File: src/cqe_pkg.sv
// ----------------------------------------------------------------------------
// cqe_pkg: shared types and codes of the circular queue engine
// Request kinds, result status codes and the result descriptor that the
// controller hands to the output buffer.
// ----------------------------------------------------------------------------
package cqe_pkg;

	// Fixed field widths
	localparam int CFG_W = 7;
	localparam int REQ_W = 2;
	localparam int ST_W  = 2;

	// Request kinds
	localparam logic [REQ_W-1:0] REQ_ENQ  = 2'd0;
	localparam logic [REQ_W-1:0] REQ_DEQ  = 2'd1;
	localparam logic [REQ_W-1:0] REQ_PEEK = 2'd2;
	localparam logic [REQ_W-1:0] REQ_SHOW = 2'd3;

	// Result status codes
	localparam logic [ST_W-1:0] ST_OK       = 2'd0;
	localparam logic [ST_W-1:0] ST_OVERFLOW = 2'd1;
	localparam logic [ST_W-1:0] ST_EMPTY    = 2'd2;

	// Result descriptor: data comes from the store read when use_rd is set
	typedef struct packed {
		logic [ST_W-1:0] status;
		logic            last;
		logic            use_rd;
	} res_t;

endpackage

File: src/circular_queue_engine_top.sv
// ----------------------------------------------------------------------------
// circular_queue_engine_top: circular FIFO engine with a settable slot count
// A result is registered beside its store read, then held in a two-entry
// output buffer. Enqueue, dequeue and peek give one result each; show gives
// one per stored entry (at least one), paced by the single store read port.
// Reset: asynchronous, clears head, tail and occupancy and sets the slot count
// to DEPTH; the slot store is not cleared and needs no clearing pass.
// ----------------------------------------------------------------------------
module circular_queue_engine_top
	import cqe_pkg::*;
#(
	parameter int DEPTH       = 64,
	parameter int VALUE_WIDTH = 31,
	localparam int TDATA_W    = ((VALUE_WIDTH + 7) / 8) * 8
) (
	input  logic               clk,
	input  logic               arst_n,
	input  logic               cfg_we,
	input  logic [CFG_W-1:0]   cfg_wdata,  // queue_size
	input  logic               s_tvalid,
	output logic               s_tready,
	input  logic [TDATA_W-1:0] s_tdata,    // item_value, zero fill above
	input  logic [REQ_W-1:0]   s_tuser,    // req_type
	output logic               m_tvalid,
	input  logic               m_tready,
	output logic [TDATA_W-1:0] m_tdata,    // data_out, zero fill above
	output logic [ST_W-1:0]    m_tuser,    // status
	output logic               m_tlast
);

	localparam int IDX_W = (DEPTH > 1) ? $clog2(DEPTH) : 1;
	localparam int CNT_W = $clog2(DEPTH + 1);

	logic                   space;
	logic                   mem_we;
	logic [IDX_W-1:0]       mem_waddr;
	logic [VALUE_WIDTH-1:0] mem_wdata;
	logic                   mem_re;
	logic [IDX_W-1:0]       mem_raddr;
	logic [VALUE_WIDTH-1:0] mem_rdata;
	logic                   issue;
	res_t                   issue_res;

	cqe_ctrl #(
		.DEPTH       (DEPTH),
		.VALUE_WIDTH (VALUE_WIDTH),
		.IDX_W       (IDX_W),
		.CNT_W       (CNT_W)
	) u_ctrl (
		.clk        (clk),
		.arst_n     (arst_n),
		.cfg_we     (cfg_we),
		.cfg_wdata  (cfg_wdata),
		.s_tvalid   (s_tvalid),
		.s_tready   (s_tready),
		.req_type   (s_tuser),
		.item_value (s_tdata[VALUE_WIDTH-1:0]),
		.space      (space),
		.mem_we     (mem_we),
		.mem_waddr  (mem_waddr),
		.mem_wdata  (mem_wdata),
		.mem_re     (mem_re),
		.mem_raddr  (mem_raddr),
		.issue      (issue),
		.issue_res  (issue_res)
	);

	cqe_mem #(
		.DEPTH       (DEPTH),
		.VALUE_WIDTH (VALUE_WIDTH),
		.IDX_W       (IDX_W)
	) u_mem (
		.clk   (clk),
		.we    (mem_we),
		.waddr (mem_waddr),
		.wdata (mem_wdata),
		.re    (mem_re),
		.raddr (mem_raddr),
		.rdata (mem_rdata)
	);

	cqe_obuf #(
		.VALUE_WIDTH (VALUE_WIDTH),
		.TDATA_W     (TDATA_W)
	) u_obuf (
		.clk       (clk),
		.arst_n    (arst_n),
		.issue     (issue),
		.issue_res (issue_res),
		.rd_data   (mem_rdata),
		.space     (space),
		.m_tvalid  (m_tvalid),
		.m_tready  (m_tready),
		.m_tdata   (m_tdata),
		.m_tuser   (m_tuser),
		.m_tlast   (m_tlast)
	);

endmodule

File: src/cqe_mem.sv
// ----------------------------------------------------------------------------
// cqe_mem: slot storage of the circular queue engine
// One write port and one read port; read data is registered, so it shows
// in the cycle after the read request.
// ----------------------------------------------------------------------------
module cqe_mem #(
	parameter int DEPTH       = 64,
	parameter int VALUE_WIDTH = 31,
	parameter int IDX_W       = 6
) (
	input  logic                   clk,
	input  logic                   we,
	input  logic [IDX_W-1:0]       waddr,
	input  logic [VALUE_WIDTH-1:0] wdata,
	input  logic                   re,
	input  logic [IDX_W-1:0]       raddr,
	output logic [VALUE_WIDTH-1:0] rdata
);

	logic [VALUE_WIDTH-1:0] slot_mem [DEPTH];
	logic [VALUE_WIDTH-1:0] rdata_q;

	// Write the tail slot, register the read slot
	always_ff @(posedge clk) begin
		if (we) begin
			slot_mem[waddr] <= wdata;
		end
		if (re) begin
			rdata_q <= slot_mem[raddr];
		end
	end

	assign rdata = rdata_q;

endmodule

File: src/cqe_ctrl.sv
// ----------------------------------------------------------------------------
// cqe_ctrl: pointer and sequencing logic of the circular queue engine
// Holds head, tail, occupancy and the slot count in use, decodes each
// request, drives the store ports and walks the queue for a show request.
// ----------------------------------------------------------------------------
module cqe_ctrl
	import cqe_pkg::*;
#(
	parameter int DEPTH       = 64,
	parameter int VALUE_WIDTH = 31,
	parameter int IDX_W       = 6,
	parameter int CNT_W       = 7
) (
	input  logic                   clk,
	input  logic                   arst_n,
	input  logic                   cfg_we,
	input  logic [CFG_W-1:0]       cfg_wdata,
	input  logic                   s_tvalid,
	output logic                   s_tready,
	input  logic [REQ_W-1:0]       req_type,
	input  logic [VALUE_WIDTH-1:0] item_value,
	input  logic                   space,
	output logic                   mem_we,
	output logic [IDX_W-1:0]       mem_waddr,
	output logic [VALUE_WIDTH-1:0] mem_wdata,
	output logic                   mem_re,
	output logic [IDX_W-1:0]       mem_raddr,
	output logic                   issue,
	output res_t                   issue_res
);

	localparam logic S_IDLE = 1'b0;
	localparam logic S_SHOW = 1'b1;

	logic             state_q;
	logic [IDX_W-1:0] head_q;
	logic [IDX_W-1:0] tail_q;
	logic [CNT_W-1:0] occ_q;
	logic [CNT_W-1:0] active_q;
	logic [IDX_W-1:0] walk_idx_q;
	logic [CNT_W-1:0] remain_q;

	logic             accept;
	logic             full;
	logic             empty;
	logic [CNT_W-1:0] cfg_active;

	// Step an index around the ring of slots in use
	function automatic logic [IDX_W-1:0] adv(input logic [IDX_W-1:0] idx,
		input logic [CNT_W-1:0] act);
		logic [IDX_W:0] nxt;
		nxt = {1'b0, idx} + (IDX_W+1)'(1);
		if (8'(nxt) >= 8'(act)) begin
			return '0;
		end
		return nxt[IDX_W-1:0];
	endfunction

	assign s_tready = (state_q == S_IDLE) && space;
	assign accept   = s_tvalid && s_tready;
	assign full     = (occ_q >= active_q);
	assign empty    = (occ_q == '0);

	assign mem_waddr = tail_q;
	assign mem_wdata = item_value;

	// Clamp the written slot count into 1..DEPTH
	always_comb begin
		if (cfg_wdata == '0) begin
			cfg_active = CNT_W'(1);
		end else if (cfg_wdata > CFG_W'(DEPTH)) begin
			cfg_active = CNT_W'(DEPTH);
		end else begin
			cfg_active = cfg_wdata[CNT_W-1:0];
		end
	end

	// Decode the request, or the next show walk step, into store accesses and one result descriptor
	always_comb begin
		mem_we           = 1'b0;
		mem_re           = 1'b0;
		mem_raddr        = head_q;
		issue            = 1'b0;
		issue_res.status = ST_OK;
		issue_res.last   = 1'b1;
		issue_res.use_rd = 1'b0;
		if (state_q == S_SHOW) begin
			if (space) begin
				issue            = 1'b1;
				mem_re           = 1'b1;
				mem_raddr        = walk_idx_q;
				issue_res.use_rd = 1'b1;
				issue_res.last   = (remain_q == CNT_W'(1));
			end
		end else if (accept) begin
			issue = 1'b1;
			case (req_type) inside
				REQ_ENQ: begin
					if (full) begin
						issue_res.status = ST_OVERFLOW;
					end else begin
						mem_we = 1'b1;
					end
				end
				REQ_DEQ, REQ_PEEK, REQ_SHOW: begin
					if (empty) begin
						issue_res.status = ST_EMPTY;
					end else begin
						mem_re           = 1'b1;
						issue_res.use_rd = 1'b1;
						if (req_type == REQ_SHOW) begin
							issue_res.last = (occ_q == CNT_W'(1));
						end
					end
				end
				default: begin
					issue_res.status = ST_OK;
				end
			endcase
		end
	end

	// Update pointers, occupancy, the slot count and the show walk
	always_ff @(posedge clk or negedge arst_n) begin
		if (!arst_n) begin
			state_q    <= S_IDLE;
			head_q     <= '0;
			tail_q     <= '0;
			occ_q      <= '0;
			active_q   <= CNT_W'(DEPTH);
			walk_idx_q <= '0;
			remain_q   <= '0;
		end else if (cfg_we) begin
			state_q  <= S_IDLE;
			head_q   <= '0;
			tail_q   <= '0;
			occ_q    <= '0;
			active_q <= cfg_active;
		end else if (state_q == S_SHOW) begin
			if (space) begin
				walk_idx_q <= adv(walk_idx_q, active_q);
				remain_q   <= remain_q - CNT_W'(1);
				if (remain_q == CNT_W'(1)) begin
					state_q <= S_IDLE;
				end
			end
		end else if (accept) begin
			case (req_type) inside
				REQ_ENQ: begin
					if (!full) begin
						tail_q <= adv(tail_q, active_q);
						occ_q  <= occ_q + CNT_W'(1);
					end
				end
				REQ_DEQ: begin
					if (!empty) begin
						head_q <= adv(head_q, active_q);
						occ_q  <= occ_q - CNT_W'(1);
					end
				end
				REQ_SHOW: begin
					if (!empty && occ_q != CNT_W'(1)) begin
						state_q    <= S_SHOW;
						walk_idx_q <= adv(head_q, active_q);
						remain_q   <= occ_q - CNT_W'(1);
					end
				end
				default: begin
					state_q <= S_IDLE;
				end
			endcase
		end
	end

`ifndef SYNTHESIS
	a_occ_bound: assert property (@(posedge clk) disable iff (!arst_n)
		occ_q <= active_q)
		else $error("occupancy above slot count");
	a_ptr_range: assert property (@(posedge clk) disable iff (!arst_n)
		(8'(head_q) < 8'(active_q)) && (8'(tail_q) < 8'(active_q)))
		else $error("queue pointer outside slots in use");
	a_walk_bound: assert property (@(posedge clk) disable iff (!arst_n)
		(state_q == S_SHOW) |-> (remain_q != '0) && (remain_q < occ_q))
		else $error("show walk count out of range");
	a_port_excl: assert property (@(posedge clk) disable iff (!arst_n)
		!(mem_we && mem_re))
		else $error("store read and write in the same cycle");
`endif

endmodule

File: src/cqe_obuf.sv
// ----------------------------------------------------------------------------
// cqe_obuf: result stage and output buffer of the circular queue engine
// Registers the result descriptor alongside the store read, merges the read
// data and queues results in a two-entry buffer toward the output stream.
// ----------------------------------------------------------------------------
module cqe_obuf
	import cqe_pkg::*;
#(
	parameter int VALUE_WIDTH = 31,
	parameter int TDATA_W     = 32
) (
	input  logic                   clk,
	input  logic                   arst_n,
	input  logic                   issue,
	input  res_t                   issue_res,
	input  logic [VALUE_WIDTH-1:0] rd_data,
	output logic                   space,
	output logic                   m_tvalid,
	input  logic                   m_tready,
	output logic [TDATA_W-1:0]     m_tdata,
	output logic [ST_W-1:0]        m_tuser,
	output logic                   m_tlast
);

	logic                   v_s1;
	res_t                   res_s1;
	logic [1:0]             cnt_q;
	logic                   wr_ptr_q;
	logic                   rd_ptr_q;
	logic [ST_W-1:0]        ent_status_q [2];
	logic                   ent_last_q   [2];
	logic [VALUE_WIDTH-1:0] ent_data_q   [2];

	logic                   push;
	logic                   pop;
	logic [VALUE_WIDTH-1:0] push_data;

	assign push      = v_s1;
	assign pop       = m_tvalid && m_tready;
	assign push_data = res_s1.use_rd ? rd_data : '0;

	// Grant a new request only if its result finds a free entry
	assign space = (({1'b0, cnt_q} + 3'(v_s1) - 3'(pop)) < 3'd2);

	assign m_tvalid = (cnt_q != 2'd0);
	assign m_tdata  = TDATA_W'(ent_data_q[rd_ptr_q]);
	assign m_tuser  = ent_status_q[rd_ptr_q];
	assign m_tlast  = ent_last_q[rd_ptr_q];

	// Track the request in flight through the store read
	always_ff @(posedge clk or negedge arst_n) begin
		if (!arst_n) begin
			v_s1 <= 1'b0;
		end else begin
			v_s1 <= issue;
		end
	end

	always_ff @(posedge clk) begin
		res_s1 <= issue_res;
	end

	// Advance buffer pointers and count
	always_ff @(posedge clk or negedge arst_n) begin
		if (!arst_n) begin
			cnt_q    <= 2'd0;
			wr_ptr_q <= 1'b0;
			rd_ptr_q <= 1'b0;
		end else begin
			if (push) begin
				wr_ptr_q <= !wr_ptr_q;
			end
			if (pop) begin
				rd_ptr_q <= !rd_ptr_q;
			end
			cnt_q <= cnt_q + 2'(push) - 2'(pop);
		end
	end

	// Hold the merged result in the buffer
	always_ff @(posedge clk) begin
		if (push) begin
			ent_status_q[wr_ptr_q] <= res_s1.status;
			ent_last_q[wr_ptr_q]   <= res_s1.last;
			ent_data_q[wr_ptr_q]   <= push_data;
		end
	end

`ifndef SYNTHESIS
	a_cnt_bound: assert property (@(posedge clk) disable iff (!arst_n)
		cnt_q <= 2'd2)
		else $error("output buffer count above two");
	a_no_overrun: assert property (@(posedge clk) disable iff (!arst_n)
		(push && !pop) |-> (cnt_q < 2'd2))
		else $error("result pushed into a full output buffer");
	a_ptr_match: assert property (@(posedge clk) disable iff (!arst_n)
		(cnt_q == 2'd1) == (wr_ptr_q != rd_ptr_q))
		else $error("output buffer pointers disagree with count");
`endif

endmodule

File: config.mk
export PLATFORM = sky130hd
export DESIGN_NAME = circular_queue_engine_top
export DESIGN_NICKNAME = d
export VERILOG_FILES = /design/src/cqe_pkg.sv /design/src/circular_queue_engine_top.sv /design/src/cqe_mem.sv /design/src/cqe_ctrl.sv /design/src/cqe_obuf.sv
export SDC_FILE = /design/constraint.sdc
export NUM_CORES = 2
export LEC_CHECK = 0
export ABC_AREA = 0
export BUFFER_PORTS_ARGS = -buffer_cell sky130_fd_sc_hd__buf_2
export CORE_MARGIN = 4
export CORE_UTILIZATION = 32
export DETAILED_ROUTE_END_ITERATION = 10
export HOLD_SLACK_MARGIN = 0.1
export PLACE_DENSITY = 0.52
export SLEW_MARGIN = 20
export SYNTH_ARGS = -nofsm -noshare
export SYNTH_HDL_FRONTEND = slang
export SYNTH_SLANG_ARGS = --single-unit
File: constraint.sdc
create_clock -name clk -period 13.8 [get_ports clk]
set_input_delay 0.69 -clock clk [delete_from_list [all_inputs] [get_ports clk]]
set_output_delay 0.69 -clock clk [all_outputs]
set_load 0.005 [all_outputs]
# Yosys cells after proc, flatten, opt, wreduce, memory -nomap -nowiden

Memories as Yosys holds them, arrays and structs flattened. A register that Yosys moved wholly into a read port is not among the register bits.
Index checks and enable logic that the tools add are counted.

Reductions and logical operators: 24
Eq/ne operators: 15
Order comparisons: 6
Bitwise gates (word level): 3
Mux-type cells: 104
Add/subtract/negate cells: 10

Operator list:

| cell                | number |
|---|---|
| $mux 6              | 27 |
| $mux 7              | 16 |
| $mux 1              | 51 |
| $mux 31             | 1 |
| $ge 7x7->1          | 4 |
| $add 6x1->7 const B | 3 |
| $mux 2              | 9 |
| $eq 7x1->1 const B  | 2 |
| $logic_not 7->1     | 2 |
| $reduce_bool 2->1   | 7 |
| $sub 7x1->7 const B | 2 |
| $reduce_and 5->1    | 2 |
| $ne 2x2->1 const B  | 4 |
| $add 7x1->7 const B | 1 |
| $gt 7x7->1 const B  | 1 |
| $ne 7x1->1 const B  | 1 |
| $reduce_and 7->1    | 1 |
| $ne 2x1->1 const B  | 3 |
| $ne 3x3->1 const B  | 2 |
| $eq 2x2->1 const B  | 2 |
| $logic_and 1x1->1   | 4 |
| $reduce_and 4->1    | 1 |
| $add 2x1->3         | 1 |
| $logic_not 1->1     | 3 |
| other kinds (10)    | 12 |

Memories: 4
RAM bits: 2,052
Word-level logic and storage cells: 180
Bits of input ports: 46
Register bits: 49
Output and inout bits: 37

Memory list:

| memory              | words | bits a word | read ports | clocked after memory_dff | write ports | RTL line       | source |
|---|---|---|---|---|---|---|---|
| u_mem.slot_mem      | 64    | 31          | 1          | 1                        | 1           | cqe_mem.sv:20  | `logic [VALUE_WIDTH-1:0] slot_mem [DEPTH];` |
| u_obuf.ent_data_q   | 2     | 31          | 1          | 0                        | 1           | cqe_obuf.sv:32 | `logic [VALUE_WIDTH-1:0] ent_data_q [2];` |
| u_obuf.ent_status_q | 2     | 2           | 1          | 0                        | 1           | cqe_obuf.sv:30 | `logic [ST_W-1:0] ent_status_q [2];` |
| u_obuf.ent_last_q   | 2     | 1           | 1          | 0                        | 1           | cqe_obuf.sv:31 | `logic ent_last_q [2];` |

# Logic depth before layout (Yosys ltp)

Depth in word-level cells: 17
Depth in mapped cells: 19
Mapped depth without buffers: 15

# Hierarchy

A second synthesis with hierarchy kept.

Cells, all modules: 4,239
Area total of the unflattened synthesis: 84,317.1 µm²

Modules (own cells, without submodules):

| module   | cells each | area an instance (µm²) | instances |
|---|---|---|---|
| cqe_mem  | 3,649      | 77,625.7               | 1 |
| cqe_ctrl | 424        | 3,550.9                | 1 |
| cqe_obuf | 166        | 3,140.5                | 1 |

# Worst setup path after synthesis

OpenSTA, ideal clock, no wires.

Kind: in2reg
Start: in m_tready
End: mem u_mem.slot_mem[35][0], enable pin
Setup time: 0.419 ns
Setup slack: 8.580 ns
Stages on the path: 13
Data arrival time: 4.801 ns
Path through: and2_1 -> ha_1 -> inv_1 -> ha_1 -> fa_1 -> xnor2_2 -> nor2_1 -> and3_1 -> clkbuf_1 -> nand3_1 -> or4b_2 -> clkbuf_1 -> nor2_1

Cells in the longest elaborated chain, start to end: 9

Ends and longest elaborated chain:

| element                      | RTL line                        | source |
|---|---|---|
| start, declared              | circular_queue_engine_top.sv:25 | `input logic m_tready,` |
| $logic_and 1x1->1            | cqe_obuf.sv:39                  | `assign pop = m_tvalid && m_tready;` |
| $sub 3x1->3                  | cqe_obuf.sv:43                  | `assign space = (({1'b0, cnt_q} + 3'(v_s1) - 3'(pop)) < 3'd2);` |
| $lt 3x2->1                   | cqe_obuf.sv:43                  |  |
| $logic_and 1x1->1            | cqe_ctrl.sv:59                  | `assign s_tready = (state_q == S_IDLE) && space;` |
| $logic_and 1x1->1            | cqe_ctrl.sv:60                  | `assign accept = s_tvalid && s_tready;` |
| $mux 1                       | cqe_ctrl.sv:95                  | `end else if (accept) begin` |
| $mux 1                       | cqe_ctrl.sv:87                  | `if (state_q == S_SHOW) begin` |
| $mux 1                       | cqe_mem.sv:25                   | `if (we) begin` |
| $mux 1 (implied by the code) | cqe_mem.sv:26                   | `slot_mem[waddr] <= wdata;` |
| end, declared                | cqe_mem.sv:20                   |  |

No other way between the ends.

# Worst setup path after layout

Start: reg u_obuf.cnt_q[1]
End: reg u_mem.rdata_q[4], in the netlist u_mem.rdata[4] (read register of u_mem.slot_mem) (data pin)

Cells in the longest elaborated chain, start to end: 8
Elaborated cells between the ends (all ways): 12

Ends and longest elaborated chain:

| element                | RTL line       | source |
|---|---|---|
| start, declared        | cqe_obuf.sv:27 | `logic [1:0] cnt_q;` |
| start signal, assigned | cqe_obuf.sv:76 | `cnt_q <= cnt_q + 2'(push) - 2'(pop);` |
| $reduce_bool 2->1 *    | cqe_obuf.sv:45 | `assign m_tvalid = (cnt_q != 2'd0);` |
| $logic_and 1x1->1 *    | cqe_obuf.sv:39 |  |
| net u_obuf.pop         | cqe_obuf.sv:35 | `logic pop;` |
| $sub 3x1->3 *          | cqe_obuf.sv:43 |  |
| $lt 3x2->1 *           | cqe_obuf.sv:43 |  |
| $logic_and 1x1->1      | cqe_ctrl.sv:59 |  |
| $logic_and 1x1->1      | cqe_ctrl.sv:60 |  |
| $mux 1                 | cqe_ctrl.sv:95 |  |
| $mux 1                 | cqe_ctrl.sv:87 |  |
| end, declared          | cqe_mem.sv:21  | `logic [VALUE_WIDTH-1:0] rdata_q;` |

The timed path passes the listed nets; every way through them passes the cells marked *.
A chain may end at the register's enable or synchronous reset.

==> results.cfg <==
[setup_path]
r2r-end = u_mem.rdata[4]
startpoint_type = flip-flop
reg2regPathDepth = 18
crit_path_start = u_obuf.cnt_q[1]
path_cells = inv_1 -> nand2_1 -> and2_1 -> ha_1 -> inv_1 -> ha_1 -> fa_1 -> nand2b_1 -> o21ai_1 -> and2_4 -> buf_4 -> buf_4 -> nor2_4 -> buf_4 -> nand3_1 -> a32oi_1 -> a22oi_1 -> a21o_1
worst-path-max-fanout = 60
worst_ep_arrival_time_ns = 7.64
cp_slowest_cell = a22oi_1
critical_path.endpoint_type = flip-flop
reg2reg_from = u_obuf.cnt_q[1]
crit_type = reg -> reg
crit_top_cell = buf_4
worstPathRequired_ns = 14.48
max_stage_delay_ns = 0.90
rrSetupSlack_ns = 6.84
cp-endpoint = u_mem.rdata[4]

[finish]
fin_area_um2 = 95800
drive_above_1_share = 0.136
fin_nets = 5641
area_growth_pct = 14.4

[logic_synthesis]
syn-num-nets = 5530
syn_inst = 5445
synth_area_per_cell_um2 = 15.4
synthArstFlopShare = 0.0211
synth_top_cells_by_area = edfxtp_1, nand2_1, mux4_2
ys_ff_latch = 2132
synth_xor_area_frac = 0.00249
synth_ff_type = edfxtp_1
yosysMostFrequentCell = edfxtp_1
yosys_warnings = 0
synth_edf_count = 2083
ys_seq_area_frac = 0.761
synthAdderAreaFrac = 0.00592
synth_top_area_cell = edfxtp_1
netlist_area_um2 = 83800
synth_top_family_by_area = compound AO/OA/AOI/OAI gates
netlist_top_cells_count = edfxtp_1, nand2_1, a21oi_1
synth_compound_area_frac = 0.0822
synth-simple-area-share = 0.0810
synthMuxAreaShare = 0.0463
synth.distinct_cells = 71
synth_top_area_share = 0.747

[routing]
drc = 0
vias = 49200
vias_per_cell = 5.32
wl_per_cell_um = 26.8
antenna_left = 0
drt-pass1-iter-count = 5
drt_iter0_markers = 5899
wl_mm = 247

[die]
core-area_um2 = 260000
die_w_um = 520
die-area_um2 = 270000
num_rows = 187
start_util = 0.322
num_io_pins = 83
die_h_um = 520

[hold_path]
whs_path_depth = 3
hp-class = in -> reg

[placed_design]
detailed_place_hpwl_mm = 132
place_area_um2 = 88800
gp_congestion = 0.789
port-buffer-count = 80

[timing]
fin_crit_sh = 0.504
drv_slew = 0
setup_viol = 0
worstMarginPinSlew_ns = 1.22
max-slew-margin-rel = 0.189
fin_tns_setup_ns = 0
timing.fmax_mhz = 144
rsz0062_at_grt = false
timing.final.crit_period_ns = 6.96
final-hold-violation-count = 0
fin_skew_ns = 0.0562

[grt]
track_usage = 0.177
grt_pass1_vias = 47300
grt_max_degree = 149
grt_pass1_wl_mm = 349
grt_overflow = 0
antenna_found_initial = 19

[cts]
post_cts_resized = 0
cts_tree = built
cts_buffers = 210
cts_sinks = 2132
htreeDepth = 4
clkTransAtPathRegs_ns = 0.07
clk_latency_ns = 0.84
cts_root_buf = clkbuf_16
clockBufferDepth = 3

[pwr]
power.leakage_nw = 31.1
vdd_drop_max_mv = 0.149
p_per_area_nw_per_um2 = 142

[run_status]
status = completed

[job]
cap_viol_max_count = 0
[sequential cells by signal (all words and copies together) (netlist names), 2 cells and up]
signal / cells
u_mem.rdata: 31
u_ctrl.walk_idx_q: 6
u_mem.slot_mem: 1984
u_obuf.ent_last_q: 2
u_ctrl.remain_q: 7
u_obuf.ent_data_q: 62
u_obuf.res_s1: 4
u_obuf.cnt_q: 2
u_ctrl.mem_waddr: 6
u_ctrl.active_q: 7
u_ctrl.head_q: 6
u_ctrl.occ_q: 7
u_obuf.ent_status_q: 4
[layer usage]
| layer | wire [µm] | vias to the layer above | GRT usage |
|---|---|---|---|
| met4 | 7110 | 2 | 0.0534 |
| met3 | 19800 | 336 | 0.0391 |
| li1 | - | 21300 | - |
| met1 | 105000 | 25600 | 0.244 |
| met5 | 13 | - | 0 |
| met2 | 115000 | 1908 | 0.281 |
[worst min-delay path by stage]
stage	startpoint	endpoint	slack (ns)
detailed placement	u_obuf.res_s1[2]	u_obuf.ent_status_q[1][0]	0.42
finish	cfg_wdata[1]	u_ctrl.active_q[1]	0.15
CTS	cfg_wdata[1]	u_ctrl.active_q[1]	0.11
global placement	u_obuf.res_s1[1]	u_obuf.ent_last_q[0]	0.41
floorplan	arst_n	u_ctrl.active_q[0]	0.39
global route	cfg_wdata[1]	u_ctrl.active_q[1]	0.13
[critical path: cells and delay by family, from the launching register on]
family / cells / cell delay [ns]
flip-flops: 1 / 0.42
buffers and inverters: 5 / 2.06
AO/OA/AOI/OAI: 4 / 1.80
AND/OR/NAND/NOR: 6 / 1.42
adder cells (fa/ha/maj): 3 / 1.04
[layout make-up]
class	instances	area (µm²)
antenna	8	20.0
clock inverter	126	1350
tap	3496	4370
sequential	2132	63800
timing repair buffer	259	1870
clock buffer	267	5500
multi-input combinational	2931	18900
inverter	22	82.6
fill	24300	164000
[power by group]
group          internal, mW  switching, mW  leakage (nW)  total [mW]
clock                  3.21           2.50          3.30        5.72
combinational         0.226          0.493          8.35       0.719
sequential             7.18         0.0439          19.4        7.22
total                  10.6           3.04          31.1        13.7
[repair_timing]
item,in CTS,in global routing
buffers inserted,0,0
endpoints found under the hold margin,48,0
hold buffers,5,0
[kinds of logic after synthesis]
| family | after synthesis |
|---|---|
| XOR/XNOR | 23 |
| buffers and inverters | 382 |
| adder cells (fa/ha/maj) | 39 |
| flip-flops | 2132 |
| multiplexers | 263 |
| other | 1 |
| AND/OR/NAND/NOR | 1617 |
| AO/OA/AOI/OAI | 988 |
[stage by stage]
stage	cells	hold slack (ns)	total power, mW	worst slack, ns	utilization
after CTS	9227	0.107	13.8	6.81	0.368
final	9241	0.151	13.7	6.84	0.369
after floorplan	5445	0.394	7.71	8.58	-
after global routing	9241	0.130	14.1	6.47	0.369
after detailed placement	8829	0.416	8.08	6.76	0.342
after global placement	8827	0.410	8.07	6.74	0.342
[cell usage in the layout, fill, tap and decap left out, types with 12 or more instances in the layout]
cell type	synthesis	layout
edfxtp_1	2083	2083
nand2_1	1110	1109
a21oi_1	324	324
nand3_1	270	270
a32oi_1	218	218
clkbuf_16	0	211
buf_4	23	164
a22oi_1	128	128
mux2i_1	128	126
mux4_2	94	94
buf_2	94	79
nor2_4	1	76
a221oi_1	60	60
clkbuf_1	199	55
o21ai_0	52	52
clkinv_1	0	46
dfrtp_1	44	43
a21o_1	42	42
mux2_2	39	39
ha_1	38	38
a31oi_1	37	37
and3_1	35	35
and2_1	36	34
a211oi_1	32	32
clkinv_2	0	32
nor2_1	100	31
o2111ai_1	30	30
a2111oi_0	24	23
inv_1	22	22
bufinv_16	0	20
xor2_1	12	12
nor3_1	13	12
Note: power is estimated with default switching activity, not from simulation.
